**config.mk**
```make
export PLATFORM = sky130hd
export DESIGN_NAME = json_string_unescape_utf8
export DESIGN_NICKNAME = d
export VERILOG_FILES = /design/src/rtl/jsu_pkg.sv /design/src/rtl/jsu_step.sv /design/src/rtl/json_string_unescape_utf8.sv
export SDC_FILE = /design/constraint.sdc
export NUM_CORES = 1
export LEC_CHECK = 0
export ABC_AREA = 1
export BUFFER_PORTS_ARGS = -buffer_cell sky130_fd_sc_hd__buf_4
export CORE_ASPECT_RATIO = 2
export CORE_MARGIN = 3
export CORE_UTILIZATION = 55
export CTS_CLUSTER_DIAMETER = 100
export DETAILED_ROUTE_END_ITERATION = 12
export PLACE_DENSITY_LB_ADDON = 0.25
export REMOVE_ABC_BUFFERS = 1
export SLEW_MARGIN = 20
export SYNTH_ARGS = -nofsm -noshare
export SYNTH_HDL_FRONTEND = slang
export SYNTH_SLANG_ARGS = --single-unit
```
**constraint.sdc**
```tcl
create_clock -name clk -period 8.2 [get_ports clk]
set_clock_uncertainty 0.15 [all_clocks]
set_input_delay 1.23 -clock clk [delete_from_list [all_inputs] [get_ports clk]]
set_output_delay 1.23 -clock clk [all_outputs]
set_load 0.05 [all_outputs]
```
**src/rtl/jsu_pkg.sv**
```systemverilog
package jsu_pkg;

	// Decoder phase codes.
	localparam logic [3:0] PH_BODY     = 4'd0;
	localparam logic [3:0] PH_ESC      = 4'd1;
	localparam logic [3:0] PH_HEX1     = 4'd2;
	localparam logic [3:0] PH_HEX4     = 4'd5;
	localparam logic [3:0] PH_LOW_BS   = 4'd6;
	localparam logic [3:0] PH_LOW_U    = 4'd7;
	localparam logic [3:0] PH_LOW_HEX1 = 4'd8;
	localparam logic [3:0] PH_LOW_HEX4 = 4'd11;

	// Result status codes.
	localparam logic [1:0] ST_BYTE  = 2'd0;
	localparam logic [1:0] ST_DONE  = 2'd1;
	localparam logic [1:0] ST_ERROR = 2'd2;

	// Error codes.
	localparam logic [3:0] ERR_NONE         = 4'd0;
	localparam logic [3:0] ERR_UNTERM_ESC   = 4'd1;
	localparam logic [3:0] ERR_SHORT_HEX    = 4'd2;
	localparam logic [3:0] ERR_BAD_HEX      = 4'd3;
	localparam logic [3:0] ERR_BAD_LOW      = 4'd4;
	localparam logic [3:0] ERR_MISSING_LOW  = 4'd5;
	localparam logic [3:0] ERR_LONE_LOW     = 4'd6;
	localparam logic [3:0] ERR_BAD_ESC      = 4'd7;
	localparam logic [3:0] ERR_CONTROL      = 4'd8;
	localparam logic [3:0] ERR_UNTERM_STR   = 4'd9;

	// Characters of interest.
	localparam logic [7:0] CH_QUOTE = 8'h22;
	localparam logic [7:0] CH_BSL   = 8'h5C;
	localparam logic [7:0] CH_SLASH = 8'h2F;
	localparam logic [7:0] CH_B     = 8'h62;
	localparam logic [7:0] CH_F     = 8'h66;
	localparam logic [7:0] CH_N     = 8'h6E;
	localparam logic [7:0] CH_R     = 8'h72;
	localparam logic [7:0] CH_T     = 8'h74;
	localparam logic [7:0] CH_U     = 8'h75;
	localparam logic [7:0] CH_SPACE = 8'h20;

	localparam logic [15:0] SURR_HI_MIN = 16'hD800;
	localparam logic [15:0] SURR_HI_MAX = 16'hDBFF;
	localparam logic [15:0] SURR_LO_MIN = 16'hDC00;
	localparam logic [15:0] SURR_LO_MAX = 16'hDFFF;
	localparam logic [20:0] CP_SUPP_BASE = 21'h10000;

	typedef struct packed {
		logic [3:0]  phase;
		logic [15:0] hex_accum;
		logic [9:0]  high_half;
		logic        finished;
	} state_t;

	// All results caused by one item; data[0] goes out first.
	typedef struct packed {
		logic [2:0]      count;
		logic [3:0][7:0] data;
		logic [1:0]      status;
		logic [3:0]      error_code;
	} result_t;

	function automatic result_t fail_res(input logic [3:0] code);
		result_t r;
		r = '0;
		r.count = 3'd1;
		r.status = ST_ERROR;
		r.error_code = code;
		return r;
	endfunction

	function automatic result_t byte_res(input logic [7:0] b);
		result_t r;
		r = '0;
		r.count = 3'd1;
		r.data[0] = b;
		r.status = ST_BYTE;
		return r;
	endfunction

	// Returns {valid, value} for one ASCII hex digit.
	function automatic logic [4:0] hex_digit(input logic [7:0] c);
		logic [7:0] t;
		logic [4:0] v;
		v = '0;
		t = '0;
		if (c >= 8'h30 && c <= 8'h39) begin
			t = c - 8'h30;
			v = {1'b1, t[3:0]};
		end else if (c >= 8'h61 && c <= 8'h66) begin
			t = c - 8'h57;
			v = {1'b1, t[3:0]};
		end else if (c >= 8'h41 && c <= 8'h46) begin
			t = c - 8'h37;
			v = {1'b1, t[3:0]};
		end
		return v;
	endfunction

	function automatic result_t utf8_encode(input logic [20:0] cp);
		result_t r;
		r = '0;
		r.status = ST_BYTE;
		if (cp <= 21'h7F) begin
			r.count = 3'd1;
			r.data[0] = cp[7:0];
		end else if (cp <= 21'h7FF) begin
			r.count = 3'd2;
			r.data[0] = 8'hC0 | {3'b0, cp[10:6]};
			r.data[1] = 8'h80 | {2'b0, cp[5:0]};
		end else if (cp <= 21'hFFFF) begin
			r.count = 3'd3;
			r.data[0] = 8'hE0 | {4'b0, cp[15:12]};
			r.data[1] = 8'h80 | {2'b0, cp[11:6]};
			r.data[2] = 8'h80 | {2'b0, cp[5:0]};
		end else begin
			r.count = 3'd4;
			r.data[0] = 8'hF0 | {5'b0, cp[20:18]};
			r.data[1] = 8'h80 | {2'b0, cp[17:12]};
			r.data[2] = 8'h80 | {2'b0, cp[11:6]};
			r.data[3] = 8'h80 | {2'b0, cp[5:0]};
		end
		return r;
	endfunction

endpackage

```
**src/rtl/jsu_step.sv**
```systemverilog
module jsu_step (
	input  jsu_pkg::state_t  cur,
	input  logic [7:0]       in_byte,
	input  logic             text_end,
	input  logic             first_of_string,
	output jsu_pkg::state_t  nxt,
	output jsu_pkg::result_t res
);

	jsu_pkg::state_t s;
	logic [4:0]      hd;
	logic [15:0]     acc;
	logic [20:0]     cp_pair;

	always_comb begin
		s = cur;
		if (first_of_string) begin
			s = '0;
		end
		hd = jsu_pkg::hex_digit(in_byte);
		acc = {s.hex_accum[11:0], hd[3:0]};
		cp_pair = jsu_pkg::CP_SUPP_BASE + {1'b0, s.high_half, 10'b0} + {11'b0, acc[9:0]};
		nxt = s;
		res = '0;

		if (s.finished) begin
			// Input is dropped until the next string starts.
		end else if (text_end) begin
			nxt.finished = 1'b1;
			case (s.phase)
				jsu_pkg::PH_BODY:   res = jsu_pkg::fail_res(jsu_pkg::ERR_UNTERM_STR);
				jsu_pkg::PH_ESC:    res = jsu_pkg::fail_res(jsu_pkg::ERR_UNTERM_ESC);
				jsu_pkg::PH_LOW_BS,
				jsu_pkg::PH_LOW_U:  res = jsu_pkg::fail_res(jsu_pkg::ERR_MISSING_LOW);
				default:            res = jsu_pkg::fail_res(jsu_pkg::ERR_SHORT_HEX);
			endcase
		end else begin
			case (s.phase)
				jsu_pkg::PH_BODY: begin
					if (in_byte == jsu_pkg::CH_QUOTE) begin
						nxt.finished = 1'b1;
						res.count = 3'd1;
						res.status = jsu_pkg::ST_DONE;
					end else if (in_byte == jsu_pkg::CH_BSL) begin
						nxt.phase = jsu_pkg::PH_ESC;
					end else if (in_byte < jsu_pkg::CH_SPACE) begin
						nxt.finished = 1'b1;
						res = jsu_pkg::fail_res(jsu_pkg::ERR_CONTROL);
					end else begin
						// Bytes of 0x80 and above pass through as they are.
						res = jsu_pkg::byte_res(in_byte);
					end
				end
				jsu_pkg::PH_ESC: begin
					nxt.phase = jsu_pkg::PH_BODY;
					case (in_byte)
						jsu_pkg::CH_QUOTE: res = jsu_pkg::byte_res(jsu_pkg::CH_QUOTE);
						jsu_pkg::CH_BSL:   res = jsu_pkg::byte_res(jsu_pkg::CH_BSL);
						jsu_pkg::CH_SLASH: res = jsu_pkg::byte_res(jsu_pkg::CH_SLASH);
						jsu_pkg::CH_B:     res = jsu_pkg::byte_res(8'h08);
						jsu_pkg::CH_F:     res = jsu_pkg::byte_res(8'h0C);
						jsu_pkg::CH_N:     res = jsu_pkg::byte_res(8'h0A);
						jsu_pkg::CH_R:     res = jsu_pkg::byte_res(8'h0D);
						jsu_pkg::CH_T:     res = jsu_pkg::byte_res(8'h09);
						jsu_pkg::CH_U: begin
							nxt.phase = jsu_pkg::PH_HEX1;
							nxt.hex_accum = '0;
						end
						default: begin
							nxt.finished = 1'b1;
							res = jsu_pkg::fail_res(jsu_pkg::ERR_BAD_ESC);
						end
					endcase
				end
				jsu_pkg::PH_LOW_BS: begin
					if (in_byte != jsu_pkg::CH_BSL) begin
						nxt.finished = 1'b1;
						res = jsu_pkg::fail_res(jsu_pkg::ERR_MISSING_LOW);
					end else begin
						nxt.phase = jsu_pkg::PH_LOW_U;
					end
				end
				jsu_pkg::PH_LOW_U: begin
					if (in_byte != jsu_pkg::CH_U) begin
						nxt.finished = 1'b1;
						res = jsu_pkg::fail_res(jsu_pkg::ERR_MISSING_LOW);
					end else begin
						nxt.phase = jsu_pkg::PH_LOW_HEX1;
						nxt.hex_accum = '0;
					end
				end
				default: begin
					if (s.phase > jsu_pkg::PH_LOW_HEX4) begin
						nxt.phase = jsu_pkg::PH_BODY;
					end else if (!hd[4]) begin
						nxt.finished = 1'b1;
						res = jsu_pkg::fail_res(jsu_pkg::ERR_BAD_HEX);
					end else begin
						nxt.hex_accum = acc;
						if (s.phase == jsu_pkg::PH_HEX4) begin
							if (acc >= jsu_pkg::SURR_HI_MIN && acc <= jsu_pkg::SURR_HI_MAX) begin
								nxt.high_half = acc[9:0];
								nxt.phase = jsu_pkg::PH_LOW_BS;
							end else begin
								nxt.phase = jsu_pkg::PH_BODY;
								if (acc >= jsu_pkg::SURR_LO_MIN && acc <= jsu_pkg::SURR_LO_MAX) begin
									nxt.finished = 1'b1;
									res = jsu_pkg::fail_res(jsu_pkg::ERR_LONE_LOW);
								end else begin
									res = jsu_pkg::utf8_encode({5'b0, acc});
								end
							end
						end else if (s.phase == jsu_pkg::PH_LOW_HEX4) begin
							nxt.phase = jsu_pkg::PH_BODY;
							if (acc < jsu_pkg::SURR_LO_MIN || acc > jsu_pkg::SURR_LO_MAX) begin
								nxt.finished = 1'b1;
								res = jsu_pkg::fail_res(jsu_pkg::ERR_BAD_LOW);
							end else begin
								res = jsu_pkg::utf8_encode(cp_pair);
							end
						end else begin
							nxt.phase = s.phase + 4'd1;
						end
					end
				end
			endcase
		end
	end

endmodule

```
**src/rtl/json_string_unescape_utf8.sv**
```systemverilog
// Decodes a JSON string body to UTF-8, one input byte per item. Each accepted item is
// decoded in the cycle it is taken and its results (none, one decoded byte, a done or
// an error result, or two to four UTF-8 bytes of a \u escape) land in a result register
// that presents one result per cycle while out_ready is high. The next item is accepted
// in the same cycle that the last pending result leaves; an item with several results
// holds off the input while the result register drains. After a done or error result,
// items give nothing until first_of_string is set.
module json_string_unescape_utf8 (
	input  logic       clk,
	input  logic       arst_n,
	input  logic       in_valid,
	output logic       in_ready,
	input  logic [7:0] in_byte,
	input  logic       text_end,
	input  logic       first_of_string,
	output logic       out_valid,
	input  logic       out_ready,
	output logic [7:0] out_byte,
	output logic [1:0] status,
	output logic [3:0] error_code,
	output logic       last
);

	jsu_pkg::state_t  state_q;
	jsu_pkg::state_t  state_next;
	jsu_pkg::result_t step_res;

	logic [3:0][7:0] data_q;
	logic [1:0]      status_q;
	logic [3:0]      code_q;
	logic [2:0]      cnt_q;
	logic [1:0]      idx_q;
	logic            in_fire;
	logic            out_fire;

	jsu_step u_step (
		.cur             (state_q),
		.in_byte         (in_byte),
		.text_end        (text_end),
		.first_of_string (first_of_string),
		.nxt             (state_next),
		.res             (step_res)
	);

	assign out_valid  = (cnt_q != 3'd0);
	assign out_fire   = out_valid && out_ready;
	assign in_ready   = (cnt_q == 3'd0) || ((cnt_q == 3'd1) && out_ready);
	assign in_fire    = in_valid && in_ready;
	assign out_byte   = data_q[idx_q];
	assign status     = status_q;
	assign error_code = code_q;
	assign last       = (cnt_q == 3'd1);

	always_ff @(posedge clk or negedge arst_n) begin
		if (!arst_n) begin
			state_q <= '0;
			cnt_q   <= '0;
			idx_q   <= '0;
		end else begin
			if (in_fire) begin
				state_q <= state_next;
				cnt_q   <= step_res.count;
				idx_q   <= '0;
			end else if (out_fire) begin
				cnt_q <= cnt_q - 3'd1;
				idx_q <= idx_q + 2'd1;
			end
		end
	end

	always_ff @(posedge clk) begin
		if (in_fire) begin
			data_q   <= step_res.data;
			status_q <= step_res.status;
			code_q   <= step_res.error_code;
		end
	end

endmodule

```
==> results_dict.tcl <==
set metrics [dict create \
    die_y_um 152 \
    die_x_um 79.2 \
    drive_above_1_share 0.132 \
    grt_pass1_vias 6265 \
    grt_util_all_layers 0.358 \
    setup_tns_ns 0 \
    r2r_end "data_q[16]" \
    syn_inst 848 \
    drt_iter0_markers 850 \
    drc_errors 0 \
    cts_root_buffer "clkbuf_16" \
    hold_buffers 0 \
    antenna_found_initial 0 \
    period_minus_slack_ns 4.34 \
    routed_wl_um 21400 \
    fin_crit_sh 0.529 \
    tightest_slew_ns 0.922 \
    min_path_type "reg -> reg" \
    clock_latency_ns 0.35 \
    grt_overflow 0 \
    die_area_sq_mm 0.0121 \
    htree_levels 3 \
    rrSetupSlack_ns 4.68 \
    area_delta_synth_final_pct 9.47 \
    n_fill_cell 1006 \
    rsz0062_at_grt "no" \
    synth.distinct_cells 54 \
    power.density_mw_per_mm2 320 \
    wire_per_inst_um 21.2 \
    fin_hold_ws_ns 0.364 \
    synth_flop_cell "edfxtp_1" \
    slew_violations 0 \
    clkTransAtPathRegs_ns 0.06 \
    dr.pass1.iters 7 \
    critPathMaxFanout 27 \
    coreArea_sq_mm 0.0103 \
    p_leak_nw 2.82 \
    vias 6469 \
    synth_edf_count 35 \
    rows 52 \
    cts_tree "done" \
    syn_area_sq_mm 0.00589 \
    io_pins 31 \
    avgSynthCellArea_sq_um 6.95 \
    clk_path_buf_depth 2 \
    ir_worst_vdd_v 0.000197 \
    status "finished, final reports clean" \
    critPathLaunchType "input port" \
    maxCapViolations 0 \
    final_cell_mix "146 x nand2_1, 115 x nor2_1, 111 x inv_1" \
    clkSinkCount 67 \
    start_util 0.573 \
    final_core_util 0.627 \
    fmax_mhz 231 \
    portBuffers 30 \
    viasPerCell 6.42 \
    post_cts_resized 0 \
    slowest_delay_ns 0.53 \
    finalSetupViolCount 0 \
    post-cts-setup-buffers 0 \
    critical-path-top-delay-family "simple AND/OR/NAND/NOR gates" \
    worstSetupPathType "in -> reg" \
    whs_path_depth 2 \
    cp-end-kind "register" \
    final_hold_viol_count 0 \
    slowest_stage "inv_1" \
    crit_chain "buf_4, nor2_1, inv_1, ha_1, inv_1, nor2_4, inv_1, nor2_1, nand2_1, nor2_1, o21ai_0, o221ai_1, o21ai_0" \
    yosysSeqAreaShare 0.314 \
    cp-startpoint "first_of_string" \
    numCtsBuffers 9 \
    critPathCapture "state_q[4]" \
    grt_pass1_wl_um 33100 \
    hpwl_um 16100 \
    drt.antenna.violating_nets 0 \
    maxSlewHeadroom 0.385 \
    critPathRequiredTime_ns 8.23 \
    place_area_sq_mm 0.00615 \
    ys_seq_elements 67 \
    layout.cells.most_common "nand2_1" \
    worst-path-stages 13 \
    r2r_cells 12 \
    num_antenna_cells 0 \
    grt_max_degree 72 \
    final_area_sq_mm 0.00645 \
    arrival_ns 4.37 \
    routabilityCongestion 1.07 \
    layout.nets 895 \
    reg2reg_from "state_q[0]" \
    yosys_warnings 0 \
    cp_num_buf_inv 4 \
    async_flop_share 0.478 \
]
-- through the flow --
step           cells  power (mW)  setup slack [ns]
6_report        1007        2.06              3.86
5_1_grt         1007        2.17              3.65
4_1_cts         1007        2.03              3.98
3_5_place_dp     991        1.64              3.65
3_3_place_gp     991        1.61              3.72
2_1_floorplan    824        1.29              4.00
-- cell usage after synthesis, drive strengths merged (13+ instances only) --
cell type / count / area (sq um)
a21oi: 64 / 320
clkbuf: 13 / 48.8
dfrtp: 32 / 801
edfxtp: 35 / 1050
ha: 14 / 175
inv: 125 / 487
nand2: 163 / 683
nand3: 35 / 208
nand4: 19 / 140
nor2: 138 / 651
nor3: 21 / 120
o211ai: 19 / 143
o21ai: 85 / 437
o22ai: 19 / 119
-- worst min-delay path by stage --
stage                  end   startpoint  slack [ns]
3_3_place_gp    state_q[1]   state_q[1]        0.35
4_1_cts         state_q[1]   state_q[1]        0.36
3_5_place_dp    state_q[1]   state_q[1]        0.35
2_1_floorplan  state_q[22]  state_q[22]        0.30
6_report        state_q[1]   state_q[1]        0.36
5_1_grt        state_q[15]  state_q[15]        0.38
-- registers in the layout, summed over array words and instances, names as in the netlist --
name        count
cnt_q           3
state_q        27
error_code      4
status          2
data_q         29
idx_q           2
-- cell type report --
class                      instances  area, sq um  share of cell area
clock buffer                      10          229              0.0355
clock inverter                     6         66.3              0.0103
inverter                         128          498              0.0772
multi-input combinational        629         3400               0.526
sequential                        67         1850               0.287
tap                              135          169              0.0262
timing repair buffer              32          240              0.0372
-- metal layers --
metal  routed length, um  part of all wire  vias up  global-route usage
met2               10700              0.50      418               0.603
met5                   0                 0        -                   0
li1                    -                 -     2921                   -
met3                1840             0.086      141              0.0852
met4                1940             0.091        0               0.283
met1                6950              0.32     2989               0.369
-- worst reg2reg max path: cells and delay by family, from the launching register on --
family                 cells  cell delay, ns
flip-flops                 1            0.55
buffers and inverters      6            1.42
AO/OA/AOI/OAI              1            0.29
AND/OR/NAND/NOR            5            0.99
-- report_power, final --
| part | internal (mW) | total [mW] | switching, mW |
|---|---|---|---|
| logic | 0.292 | 1.12 | 0.833 |
| registers | 0.475 | 0.545 | 0.0701 |
| clock network | 0.236 | 0.391 | 0.155 |
| total | 1.00 | 2.06 | 1.06 |
-- kinds of logic (layout without fill, tap and decap cells) --
kind of cell,after synthesis,count (layout),synth area share
AND/OR/NAND/NOR,385,385,0.316
AO/OA/AOI/OAI,227,227,0.226
buffers and inverters,152,176,0.109
flip-flops,67,67,0.314
adder cells (fa/ha/maj),14,14,0.0297
XOR/XNOR,3,3,0.00446
(Power assumes the default switching activity.)
